--- src/design/ptt_pkg.sv ---
// shared types and codes for the periodic tick timer table
// no dependencies; imported by every file of the block but ptt_ram

package ptt_pkg;

  // request modes
  localparam logic [1:0] MODE_TICK   = 2'd0;
  localparam logic [1:0] MODE_ADD    = 2'd1;
  localparam logic [1:0] MODE_REMOVE = 2'd2;

  // event kinds
  localparam logic KIND_STATUS = 1'b0;
  localparam logic KIND_FIRED  = 1'b1;

  // error codes
  localparam logic ERR_OK    = 1'b0;
  localparam logic ERR_ARMED = 1'b1;

  // field widths
  localparam int unsigned ModeW   = 2;
  localparam int unsigned IdW     = 4;
  localparam int unsigned PeriodW = 32;
  localparam int unsigned CountW  = 32;

  // remainder unit: one dividend bit per cycle
  localparam int unsigned DivSteps = CountW;
  localparam int unsigned DivCntW  = $clog2(DivSteps);

  typedef enum logic [2:0] {
    S_IDLE,
    S_READ,
    S_LOAD,
    S_DIV,
    S_HIT,
    S_NEXT,
    S_FLUSH
  } state_e;

  // controller to datapath
  typedef struct packed {
    logic accept;      // request taken this cycle
    logic tick_start;  // bump count, restart scan
    logic scan_next;   // advance slot index
    logic div_load;    // start remainder of count by slot period
    logic div_step;    // one remainder iteration
    logic hit_take;    // park fired slot as pending
    logic hit_emit;    // send pending slot (not last), park fired slot
    logic flush_emit;  // send pending slot as last
  } cmd_t;

  // datapath to controller
  typedef struct packed {
    logic armed_cur;   // current slot armed
    logic per_zero;    // current slot period is zero
    logic div_last;    // final remainder iteration
    logic rem_zero;    // remainder is zero
    logic pend_valid;  // a fired slot waits to be sent
    logic out_free;    // output register can load
    logic idx_last;    // current slot is the last one
  } status_t;

endpackage

--- src/design/ptt_req_if.sv ---
// request channel of the periodic tick timer table
// depends on ptt_pkg for field widths

interface ptt_req_if;
  import ptt_pkg::*;

  logic               valid;
  logic               ready;
  logic [ModeW-1:0]   mode;
  logic [IdW-1:0]     timer_id;
  logic [PeriodW-1:0] period;

  modport source (output valid, mode, timer_id, period, input ready);
  modport sink (input valid, mode, timer_id, period, output ready);
endinterface

--- src/design/ptt_evt_if.sv ---
// event channel of the periodic tick timer table
// depends on ptt_pkg for field widths

interface ptt_evt_if;
  import ptt_pkg::*;

  logic           valid;
  logic           ready;
  logic           event_kind;
  logic [IdW-1:0] event_timer;
  logic           error_code;
  logic           last_event;

  modport source (output valid, event_kind, event_timer, error_code, last_event,
                  input ready);
  modport sink (input valid, event_kind, event_timer, error_code, last_event,
                output ready);
endinterface

--- src/design/ptt_ram.sv ---
// generic single-write, single-read ram with registered read data
// no dependencies

module ptt_ram #(
  parameter int unsigned WIDTH = 32,
  parameter int unsigned DEPTH = 16
) (
  input  logic                                         clk_i,
  input  logic                                         we_i,
  input  logic [((DEPTH > 1) ? $clog2(DEPTH) : 1)-1:0] waddr_i,
  input  logic [WIDTH-1:0]                             wdata_i,
  input  logic [((DEPTH > 1) ? $clog2(DEPTH) : 1)-1:0] raddr_i,
  output logic [WIDTH-1:0]                             rdata_o
);

  logic [WIDTH-1:0] mem_q [DEPTH];
  logic [WIDTH-1:0] rdata_q;

  // write port and registered read port
  always_ff @(posedge clk_i) begin
    if (we_i) begin
      mem_q[waddr_i] <= wdata_i;
    end
    rdata_q <= mem_q[raddr_i];
  end

  assign rdata_o = rdata_q;

endmodule

--- src/design/ptt_ctrl.sv ---
// controller of the periodic tick timer table: request accept and slot scan sequencing
// depends on ptt_pkg for state, command and status types

module ptt_ctrl
  import ptt_pkg::*;
(
  input  logic             clk_i,
  input  logic             rst_ni,
  input  logic             req_valid_i,
  input  logic [ModeW-1:0] req_mode_i,
  output logic             req_ready_o,
  input  status_t          sts_i,
  output cmd_t             cmd_o
);

  state_e state_q, state_d;

  // state register
  always_ff @(posedge clk_i or negedge rst_ni) begin
    if (!rst_ni) begin
      state_q <= S_IDLE;
    end else begin
      state_q <= state_d;
    end
  end

  // next state and commands
  always_comb begin
    state_d     = state_q;
    cmd_o       = '0;
    req_ready_o = 1'b0;
    case (state_q)
      S_IDLE: begin
        req_ready_o = sts_i.out_free;
        if (req_valid_i && sts_i.out_free) begin
          cmd_o.accept = 1'b1;
          if (req_mode_i == MODE_TICK) begin
            cmd_o.tick_start = 1'b1;
            state_d          = S_READ;
          end
        end
      end
      S_READ: begin
        state_d = sts_i.armed_cur ? S_LOAD : S_NEXT;
      end
      S_LOAD: begin
        if (sts_i.per_zero) begin
          state_d = S_NEXT;
        end else begin
          cmd_o.div_load = 1'b1;
          state_d        = S_DIV;
        end
      end
      S_DIV: begin
        cmd_o.div_step = 1'b1;
        if (sts_i.div_last) begin
          state_d = S_HIT;
        end
      end
      S_HIT: begin
        if (!sts_i.rem_zero) begin
          state_d = S_NEXT;
        end else if (!sts_i.pend_valid) begin
          cmd_o.hit_take = 1'b1;
          state_d        = S_NEXT;
        end else if (sts_i.out_free) begin
          cmd_o.hit_emit = 1'b1;
          state_d        = S_NEXT;
        end
      end
      S_NEXT: begin
        if (sts_i.idx_last) begin
          state_d = S_FLUSH;
        end else begin
          cmd_o.scan_next = 1'b1;
          state_d         = S_READ;
        end
      end
      S_FLUSH: begin
        if (!sts_i.pend_valid) begin
          state_d = S_IDLE;
        end else if (sts_i.out_free) begin
          cmd_o.flush_emit = 1'b1;
          state_d          = S_IDLE;
        end
      end
      default: begin
        state_d = S_IDLE;
      end
    endcase
  end

`ifndef SYNTHESIS
  // no fired slot is left parked once the scan is over
  assert property (@(posedge clk_i) disable iff (!rst_ni)
    state_q == S_IDLE |-> !sts_i.pend_valid)
    else $error("pending fired slot left behind after scan");

  // the hit check is entered only after the last remainder iteration
  assert property (@(posedge clk_i) disable iff (!rst_ni)
    state_q == S_HIT |-> $past(state_q) == S_DIV || $past(state_q) == S_HIT)
    else $error("hit check entered without remainder");
`endif

endmodule

--- src/design/ptt_dp.sv ---
// datapath of the periodic tick timer table: count, armed bits, period ram,
// bit-serial remainder unit, pending slot and output register
// depends on ptt_pkg and ptt_ram

module ptt_dp
  import ptt_pkg::*;
#(
  parameter int unsigned TIMER_SLOTS = 16
) (
  input  logic               clk_i,
  input  logic               rst_ni,
  input  cmd_t               cmd_i,
  output status_t            sts_o,
  input  logic [ModeW-1:0]   req_mode_i,
  input  logic [IdW-1:0]     req_timer_id_i,
  input  logic [PeriodW-1:0] req_period_i,
  input  logic               evt_ready_i,
  output logic               evt_valid_o,
  output logic               evt_event_kind_o,
  output logic [IdW-1:0]     evt_event_timer_o,
  output logic               evt_error_code_o,
  output logic               evt_last_event_o
);

  localparam int unsigned IdxW = (TIMER_SLOTS > 1) ? $clog2(TIMER_SLOTS) : 1;

  logic [CountW-1:0]      tick_q, tick_d;
  logic [TIMER_SLOTS-1:0] armed_q, armed_d;
  logic [IdxW-1:0]        idx_q, idx_d;
  logic [PeriodW-1:0]     per_rdata;
  logic [PeriodW-1:0]     per_q, per_d;
  logic [CountW-1:0]      dvd_q, dvd_d;
  logic [PeriodW-1:0]     rem_q, rem_d;
  logic [DivCntW-1:0]     cnt_q, cnt_d;
  logic                   pend_valid_q, pend_valid_d;
  logic [IdW-1:0]         pend_id_q, pend_id_d;
  logic                   out_valid_q, out_valid_d;
  logic                   out_kind_q, out_kind_d;
  logic [IdW-1:0]         out_timer_q, out_timer_d;
  logic                   out_err_q, out_err_d;
  logic                   out_last_q, out_last_d;
  logic                   id_in_range;
  logic                   add_ok;
  logic                   out_free;
  logic [PeriodW:0]       rem_shift;
  logic [PeriodW:0]       rem_diff;

  assign id_in_range = 32'(req_timer_id_i) < 32'(TIMER_SLOTS);
  assign add_ok      = cmd_i.accept && req_mode_i == MODE_ADD && id_in_range &&
                       !armed_q[IdxW'(req_timer_id_i)];
  assign out_free    = !out_valid_q || evt_ready_i;

  // period store, read at the scan index
  ptt_ram #(
    .WIDTH(PeriodW),
    .DEPTH(TIMER_SLOTS)
  ) u_period_ram (
    .clk_i   (clk_i),
    .we_i    (add_ok),
    .waddr_i (IdxW'(req_timer_id_i)),
    .wdata_i (req_period_i),
    .raddr_i (idx_q),
    .rdata_o (per_rdata)
  );

  // restoring remainder step: shift in next dividend bit, subtract if it fits
  assign rem_shift = {rem_q, dvd_q[CountW-1]};
  assign rem_diff  = rem_shift - {1'b0, per_q};

  // count, table and scan state
  always_comb begin
    tick_d  = tick_q;
    armed_d = armed_q;
    idx_d   = idx_q;
    if (cmd_i.tick_start) begin
      tick_d = tick_q + 1'b1;
      idx_d  = '0;
    end
    if (cmd_i.scan_next) begin
      idx_d = idx_q + 1'b1;
    end
    if (add_ok) begin
      armed_d[IdxW'(req_timer_id_i)] = 1'b1;
    end
    if (cmd_i.accept && req_mode_i == MODE_REMOVE && id_in_range) begin
      armed_d[IdxW'(req_timer_id_i)] = 1'b0;
    end
  end

  // remainder unit
  always_comb begin
    per_d = per_q;
    dvd_d = dvd_q;
    rem_d = rem_q;
    cnt_d = cnt_q;
    if (cmd_i.div_load) begin
      per_d = per_rdata;
      dvd_d = tick_q;
      rem_d = '0;
      cnt_d = '0;
    end else if (cmd_i.div_step) begin
      dvd_d = {dvd_q[CountW-2:0], 1'b0};
      rem_d = rem_diff[PeriodW] ? rem_shift[PeriodW-1:0] : rem_diff[PeriodW-1:0];
      cnt_d = cnt_q + 1'b1;
    end
  end

  // pending fired slot and output register
  always_comb begin
    pend_valid_d = pend_valid_q;
    pend_id_d    = pend_id_q;
    out_valid_d  = out_valid_q && !evt_ready_i;
    out_kind_d   = out_kind_q;
    out_timer_d  = out_timer_q;
    out_err_d    = out_err_q;
    out_last_d   = out_last_q;
    if (cmd_i.accept && (req_mode_i == MODE_ADD || req_mode_i == MODE_REMOVE)) begin
      out_valid_d = 1'b1;
      out_kind_d  = KIND_STATUS;
      out_timer_d = req_timer_id_i;
      out_err_d   = (req_mode_i == MODE_ADD && !add_ok) ? ERR_ARMED : ERR_OK;
      out_last_d  = 1'b1;
    end
    if (cmd_i.hit_emit || cmd_i.flush_emit) begin
      out_valid_d = 1'b1;
      out_kind_d  = KIND_FIRED;
      out_timer_d = pend_id_q;
      out_err_d   = ERR_OK;
      out_last_d  = cmd_i.flush_emit;
    end
    if (cmd_i.hit_take || cmd_i.hit_emit) begin
      pend_valid_d = 1'b1;
      pend_id_d    = IdW'(idx_q);
    end
    if (cmd_i.flush_emit) begin
      pend_valid_d = 1'b0;
    end
  end

  // control registers
  always_ff @(posedge clk_i or negedge rst_ni) begin
    if (!rst_ni) begin
      tick_q       <= '0;
      armed_q      <= '0;
      idx_q        <= '0;
      cnt_q        <= '0;
      pend_valid_q <= 1'b0;
      out_valid_q  <= 1'b0;
    end else begin
      tick_q       <= tick_d;
      armed_q      <= armed_d;
      idx_q        <= idx_d;
      cnt_q        <= cnt_d;
      pend_valid_q <= pend_valid_d;
      out_valid_q  <= out_valid_d;
    end
  end

  // payload registers
  always_ff @(posedge clk_i) begin
    per_q       <= per_d;
    dvd_q       <= dvd_d;
    rem_q       <= rem_d;
    pend_id_q   <= pend_id_d;
    out_kind_q  <= out_kind_d;
    out_timer_q <= out_timer_d;
    out_err_q   <= out_err_d;
    out_last_q  <= out_last_d;
  end

  // status back to the controller
  always_comb begin
    sts_o.armed_cur  = armed_q[idx_q];
    sts_o.per_zero   = per_rdata == '0;
    sts_o.div_last   = cnt_q == DivCntW'(DivSteps - 1);
    sts_o.rem_zero   = rem_q == '0;
    sts_o.pend_valid = pend_valid_q;
    sts_o.out_free   = out_free;
    sts_o.idx_last   = idx_q == IdxW'(TIMER_SLOTS - 1);
  end

  assign evt_valid_o       = out_valid_q;
  assign evt_event_kind_o  = out_kind_q;
  assign evt_event_timer_o = out_timer_q;
  assign evt_error_code_o  = out_err_q;
  assign evt_last_event_o  = out_last_q;

`ifndef SYNTHESIS
  // the output register is only loaded when it is free
  assert property (@(posedge clk_i) disable iff (!rst_ni)
    (cmd_i.accept || cmd_i.hit_emit || cmd_i.flush_emit) |-> out_free)
    else $error("output register overwritten");

  // the remainder unit never runs on a zero period
  assert property (@(posedge clk_i) disable iff (!rst_ni)
    cmd_i.div_step |-> per_q != '0)
    else $error("remainder by zero period");

  // a tick advances the count by exactly one
  assert property (@(posedge clk_i) disable iff (!rst_ni)
    cmd_i.tick_start |=> tick_q == $past(tick_q) + 1'b1)
    else $error("tick count did not advance");
`endif

endmodule

--- src/design/periodic_tick_timer_table_unit.sv ---
// add/remove: status event in the output register the cycle after the request.
// tick: slots scanned in id order; an unarmed slot passes read and next, an
// armed one with a zero period also load, any other armed slot also the
// bit-serial remainder unit (one count bit per cycle) and the hit check; hit
// check and flush can wait on output stalls. reset (async, active low) zeroes
// the count and disarms every slot; the ram is not cleared, nor needs clearing.

module periodic_tick_timer_table_unit
  import ptt_pkg::*;
#(
  parameter int unsigned TIMER_SLOTS = 16
) (
  input  logic clk_i,
  input  logic rst_ni,
  ptt_req_if.sink   req_i,
  ptt_evt_if.source evt_o
);

  cmd_t    cmd;
  status_t sts;

  // sequencing
  ptt_ctrl u_ctrl (
    .clk_i       (clk_i),
    .rst_ni      (rst_ni),
    .req_valid_i (req_i.valid),
    .req_mode_i  (req_i.mode),
    .req_ready_o (req_i.ready),
    .sts_i       (sts),
    .cmd_o       (cmd)
  );

  // storage and arithmetic
  ptt_dp #(
    .TIMER_SLOTS(TIMER_SLOTS)
  ) u_dp (
    .clk_i             (clk_i),
    .rst_ni            (rst_ni),
    .cmd_i             (cmd),
    .sts_o             (sts),
    .req_mode_i        (req_i.mode),
    .req_timer_id_i    (req_i.timer_id),
    .req_period_i      (req_i.period),
    .evt_ready_i       (evt_o.ready),
    .evt_valid_o       (evt_o.valid),
    .evt_event_kind_o  (evt_o.event_kind),
    .evt_event_timer_o (evt_o.event_timer),
    .evt_error_code_o  (evt_o.error_code),
    .evt_last_event_o  (evt_o.last_event)
  );

endmodule
--- src/flat_wrapper.sv ---
// flat-port wrapper written by rule: the top's interface ports become plain ports
module periodic_tick_timer_table_unit_flat import ptt_pkg::*;
#(
  parameter int unsigned TIMER_SLOTS = 16
)
  (clk_i, rst_ni, req_i_valid, req_i_mode, req_i_timer_id, req_i_period, req_i_ready, evt_o_valid, evt_o_event_kind, evt_o_event_timer, evt_o_error_code, evt_o_last_event, evt_o_ready);
  ptt_req_if req_i_i ();
  ptt_evt_if evt_o_i ();
  input  logic clk_i;
  input  logic rst_ni;
  input wire logic [$bits(req_i_i.valid)-1:0] req_i_valid;
  input wire logic [$bits(req_i_i.mode)-1:0] req_i_mode;
  input wire logic [$bits(req_i_i.timer_id)-1:0] req_i_timer_id;
  input wire logic [$bits(req_i_i.period)-1:0] req_i_period;
  output wire logic [$bits(req_i_i.ready)-1:0] req_i_ready;
  output wire logic [$bits(evt_o_i.valid)-1:0] evt_o_valid;
  output wire logic [$bits(evt_o_i.event_kind)-1:0] evt_o_event_kind;
  output wire logic [$bits(evt_o_i.event_timer)-1:0] evt_o_event_timer;
  output wire logic [$bits(evt_o_i.error_code)-1:0] evt_o_error_code;
  output wire logic [$bits(evt_o_i.last_event)-1:0] evt_o_last_event;
  input wire logic [$bits(evt_o_i.ready)-1:0] evt_o_ready;
  assign req_i_i.valid = req_i_valid;
  assign req_i_i.mode = req_i_mode;
  assign req_i_i.timer_id = req_i_timer_id;
  assign req_i_i.period = req_i_period;
  assign req_i_ready = req_i_i.ready;
  assign evt_o_valid = evt_o_i.valid;
  assign evt_o_event_kind = evt_o_i.event_kind;
  assign evt_o_event_timer = evt_o_i.event_timer;
  assign evt_o_error_code = evt_o_i.error_code;
  assign evt_o_last_event = evt_o_i.last_event;
  assign evt_o_i.ready = evt_o_ready;
  periodic_tick_timer_table_unit #(.TIMER_SLOTS(TIMER_SLOTS)) u_core (.clk_i(clk_i), .rst_ni(rst_ni), .req_i(req_i_i), .evt_o(evt_o_i));
endmodule
--- config.mk ---
export PLATFORM = sky130hd
export DESIGN_NAME = periodic_tick_timer_table_unit_flat
export DESIGN_NICKNAME = d
export VERILOG_FILES = /design/src/design/ptt_pkg.sv /design/src/design/ptt_req_if.sv /design/src/design/ptt_evt_if.sv /design/src/design/ptt_ram.sv /design/src/design/ptt_ctrl.sv /design/src/design/ptt_dp.sv /design/src/design/periodic_tick_timer_table_unit.sv /design/src/flat_wrapper.sv
export SDC_FILE = /design/constraint.sdc
export NUM_CORES = 1
export LEC_CHECK = 0
export ABC_CLOCK_PERIOD_IN_PS = 6900
export BUFFER_PORTS_ARGS = -buffer_cell sky130_fd_sc_hd__buf_4
export CAP_MARGIN = 20
export CORE_ASPECT_RATIO = 2
export CORE_MARGIN = 2
export CORE_UTILIZATION = 30
export DETAILED_ROUTE_END_ITERATION = 16
export SLEW_MARGIN = 20
export SYNTH_ARGS = -nofsm -noshare
export SYNTH_HDL_FRONTEND = slang
export SYNTH_SLANG_ARGS = --single-unit
export TNS_END_PERCENT = 10
--- constraint.sdc ---
create_clock -name clk_i -period 6.9 [get_ports clk_i]
set_clock_uncertainty 0.15 [all_clocks]
set_input_delay 1.38 -clock clk_i [delete_from_list [all_inputs] [get_ports clk_i]]
set_output_delay 1.38 -clock clk_i [all_outputs]
set_load 0.1 [all_outputs]
==> results.toml <==
[outcome]
status = "complete, no violations"

[clock_tree]
clock-sinks = 713
cts_resized = 0
htreeDepth = 2
cts.hold.buffers_added = 0
post_cts_buffers = 0
cts.clk_slew.worst_paths_ns = 0.07
cts_tree = "built"
clockBufferDepth = 3
clockRootBuffer = "clkbuf_16"
cts_buffers = 56
clk_latency_ns = 0.63

[timing]
tns_ns = 0
hold_viol = 0
finalWorstSetupSlack_ns = 2.66
fin_crit_sh_pct = 61.4
rsz0062_at_grt = "false"
holdWs_ns = 0.279
worstMarginPinSlew_ns = 1.03
period_needed_ns = 4.24
drv_slew = 0
slew_headroom_pct = 30.9
fmax_ghz = 0.236
finalSetupViolCount = 0

[placed_design]
place_congestion = 0.903
pre_cts_slack_ns = 1.98
post-dp-hpwl_um = 44800
dpl_cell_area_sq_mm = 0.0313
io_buffers = 50

[floorplanning]
core_sq_mm = 0.0971
ios = 51
start_util_pct = 30.2
fp.dieW_um = 225
rows = 162
dieHeight_um = 446
dieArea_sq_mm = 0.100

[detailed_routing]
detail-route-antenna-nets = 0
dr.pass1.iters = 5
wl_um = 69300
viasPerCell = 5.05
first_iter_violations = 940
routedWlPerCell_um = 21.5
drc = 0
vias = 16300

[worst_hold_path]
worstHoldPathType = "reg -> reg"

[layout]
final_area_sq_mm = 0.0331
fillers = 9100
seq_area_sq_mm = 0.0204
multiInputGateArea_sq_mm = 0.00844
area_growth_syn_to_layout_pct = 13.0
final_layout_size_suffix_gt1_share_pct = 14.1
nets = 2030

[synth]
ys_types = 73
ys_warn_count = 0
synth-main-ff-cell = "edfxtp_1"
synth-seq-cells = 713
async_reset_ff_share_pct = 8.70
synth_area_sq_mm = 0.0293
yosysSeqAreaShare_pct = 69.7
synth-edff-count = 585
postSynthAreaPerCell_sq_um = 15.4
synthCells = 1899
synth.net_count = 1981

[setup_path]
path_class = "in -> reg"
cp_common_cell = "buf_4"
crit_chain = "buf_4, mux4_2, mux2i_1, o211ai_2, a21oi_1, nand3b_1, nor2_4, buf_4"
critPathBufInv = 2
crit_fanout = 28
arrival_ns = 4.43
crit_required_ns = 7.09
crit_family = "simple AND/OR/NAND/NOR gates"
crit_path_top_delay_cell = "nor2_4"
start_kind = "input pin"
critical_path.endpoint_type = "flip-flop"
cpPeakStageDelay_ns = 0.87

[power_and_ir_drop]
p_leak_uw = 0.0115
ir_drop_v = 0.000214
power_density_mw_per_mm2 = 380
seq_power_share_pct = 43.6
internal-power_uw = 8390
combPwrFrac_pct = 30.4
power_switching_uw = 4180
clockPowerShare_pct = 26.0
p_sw_share_pct = 33.3

[global_routing]
grt_pass1_vias = 17200
grt.overflow.total = 0
grt_pass1_wl_um = 105000
antenna_found_initial = 1
grt_max_degree = 70
grt_use_total_pct = 13.8

[run]
cap_viol_max_count = 0
## logic make-up after synthesis
group                    Yosys count  synth area share, %
flip-flops                       713                 69.7
buffers and inverters            136                 1.91
multiplexers                     238                 11.1
XOR/XNOR                          62                 1.92
AO/OA/AOI/OAI                    304                 7.27
adder cells (fa/ha/maj)           40                 1.73
AND/OR/NAND/NOR                  406                 6.30
## power groups by stage
stage / registers [uW] / logic [uW] / clock network [uW]
final: 5480 / 3820 / 3270
after CTS: 5490 / 3860 / 3360
after detailed placement: 5580 / 3850 / 0
after global placement: 5570 / 3790 / 0
after floorplan: 5390 / 2880 / 0
after global routing: 5530 / 4160 / 3490
## cells in the mapped netlist, drive strengths merged (2+ instances only)
cell / instances / area (sq um)
clkbuf: 59 / 221
nand2: 206 / 773
nand2b: 9 / 56.3
a22oi: 34 / 255
a2bb2oi: 4 / 52.6
mux2: 6 / 67.6
a41oi: 3 / 26.3
nand3: 33 / 165
nor3: 12 / 65.1
and2b: 2 / 15.0
nor2: 60 / 228
nor3b: 2 / 15.0
buf: 33 / 173
a22o: 3 / 26.3
dfxtp: 66 / 1320
mux2i: 162 / 1620
o21ai: 88 / 459
o21bai: 6 / 45.0
nor2b: 15 / 93.8
a221oi: 66 / 578
mux4: 70 / 1580
xnor2: 45 / 413
a21o: 14 / 105
inv: 44 / 165
or3: 3 / 18.8
nor4: 19 / 119
ha: 39 / 488
a211oi: 2 / 20.0
o211ai: 6 / 50.1
and2: 9 / 58.8
xor2: 17 / 149
o22ai: 3 / 18.8
a21oi: 44 / 224
a31oi: 6 / 37.5
edfxtp: 585 / 17600
and3: 17 / 106
a2111oi: 3 / 46.3
o31a: 3 / 26.3
o21a: 8 / 60.1
dfrtp: 62 / 1550
nand4: 14 / 87.6
o22a: 2 / 17.5
## metrics by stage
stage | cells | power (uW) | utilization, %
after global placement | 3119 | 9360 | 32.2
after CTS | 3225 | 12700 | 34.1
after global routing | 3226 | 13200 | 34.1
after detailed placement | 3120 | 9430 | 32.2
after floorplan | 1899 | 8270 | -
final | 3226 | 12600 | 34.1
## per-layer routing
layer	share of wire, %	wire, um	track usage, %	up-vias
met5	0	0	0	-
li1	-	-	-	7417
met1	35	24000	13.9	8385
met3	3.8	2610	1.80	129
met2	57	39300	27.2	375
met4	4.9	3370	6.95	0
## worst paths after layout
kind                                                        startpoint                                              end  slack (ns)  depth (start not counted)
max                                                  req_i_timer_id[0]  u_core.u_dp.u_period_ram.mem_q[6][28]$_DFFE_PP_        2.66                          8
min                        u_core.u_dp.u_period_ram.rdata_o[0]$_DFF_P_                   u_core.u_dp.per_q[0]$_DFFE_PP_        0.28                          0
max reg2reg                       u_core.u_ctrl.state_q[1]$_DFFE_PN0P_  u_core.u_dp.u_period_ram.mem_q[6][28]$_DFFE_PP_        2.93                          8
min reg2reg                u_core.u_dp.u_period_ram.rdata_o[0]$_DFF_P_                   u_core.u_dp.per_q[0]$_DFFE_PP_        0.28                          0
max in group asynchronous                                       rst_ni                 u_core.u_dp.idx_q[0]$_DFFE_PN0P_        5.26                          1
min in group asynchronous                                       rst_ni                u_core.u_dp.evt_valid_o$_DFF_PN0_        0.69                          1
## cell usage in the layout (no fill, tap or decap), types with 16 or more instances in the layout
master	instances
clkbuf_16	57
dfrtp_1	59
dfxtp_1	66
o21ai_0	80
a22oi_1	34
xor2_1	17
buf_4	80
ha_1	39
nand3_1	33
inv_1	43
nand2_1	206
mux2i_1	162
mux4_2	70
xnor2_1	44
a21oi_1	43
a221oi_1	66
and3_1	17
nor4_1	16
edfxtp_1	585
nor2_1	50
## final cells by class
class                           count  area share [%]
Antenna cell                        1         0.00756
Clock buffer                       71            4.53
Clock inverter                     34            1.07
Inverter                           44           0.499
Multi-Input combinational cell   1050            25.5
Sequential cell                   713            61.8
Tap cell                         1230            4.65
Timing Repair Buffer               83            2.00
## worst register-to-register path, delay by kind of cell (launching register included)
kind / cells / cell delay [ns]
flops: 1 / 0.56
simple gates: 5 / 2.10
buf+inv: 1 / 0.31
compound gates: 2 / 0.55
## registers in the layout (all words and copies together), names as in the netlist, 5 cells and up
| signal | cells |
|---|---|
| u_core.u_dp.per_q | 32 |
| u_core.u_dp.dvd_q | 32 |
| u_core.u_dp.cnt_q | 5 |
| u_core.u_dp.rem_q | 32 |
| u_core.u_dp.u_period_ram.mem_q | 512 |
| u_core.u_dp.tick_q | 32 |
| u_core.u_dp.armed_q | 16 |
| u_core.u_dp.u_period_ram.rdata_o | 32 |
Note: power is estimated with default switching activity, not from simulation.
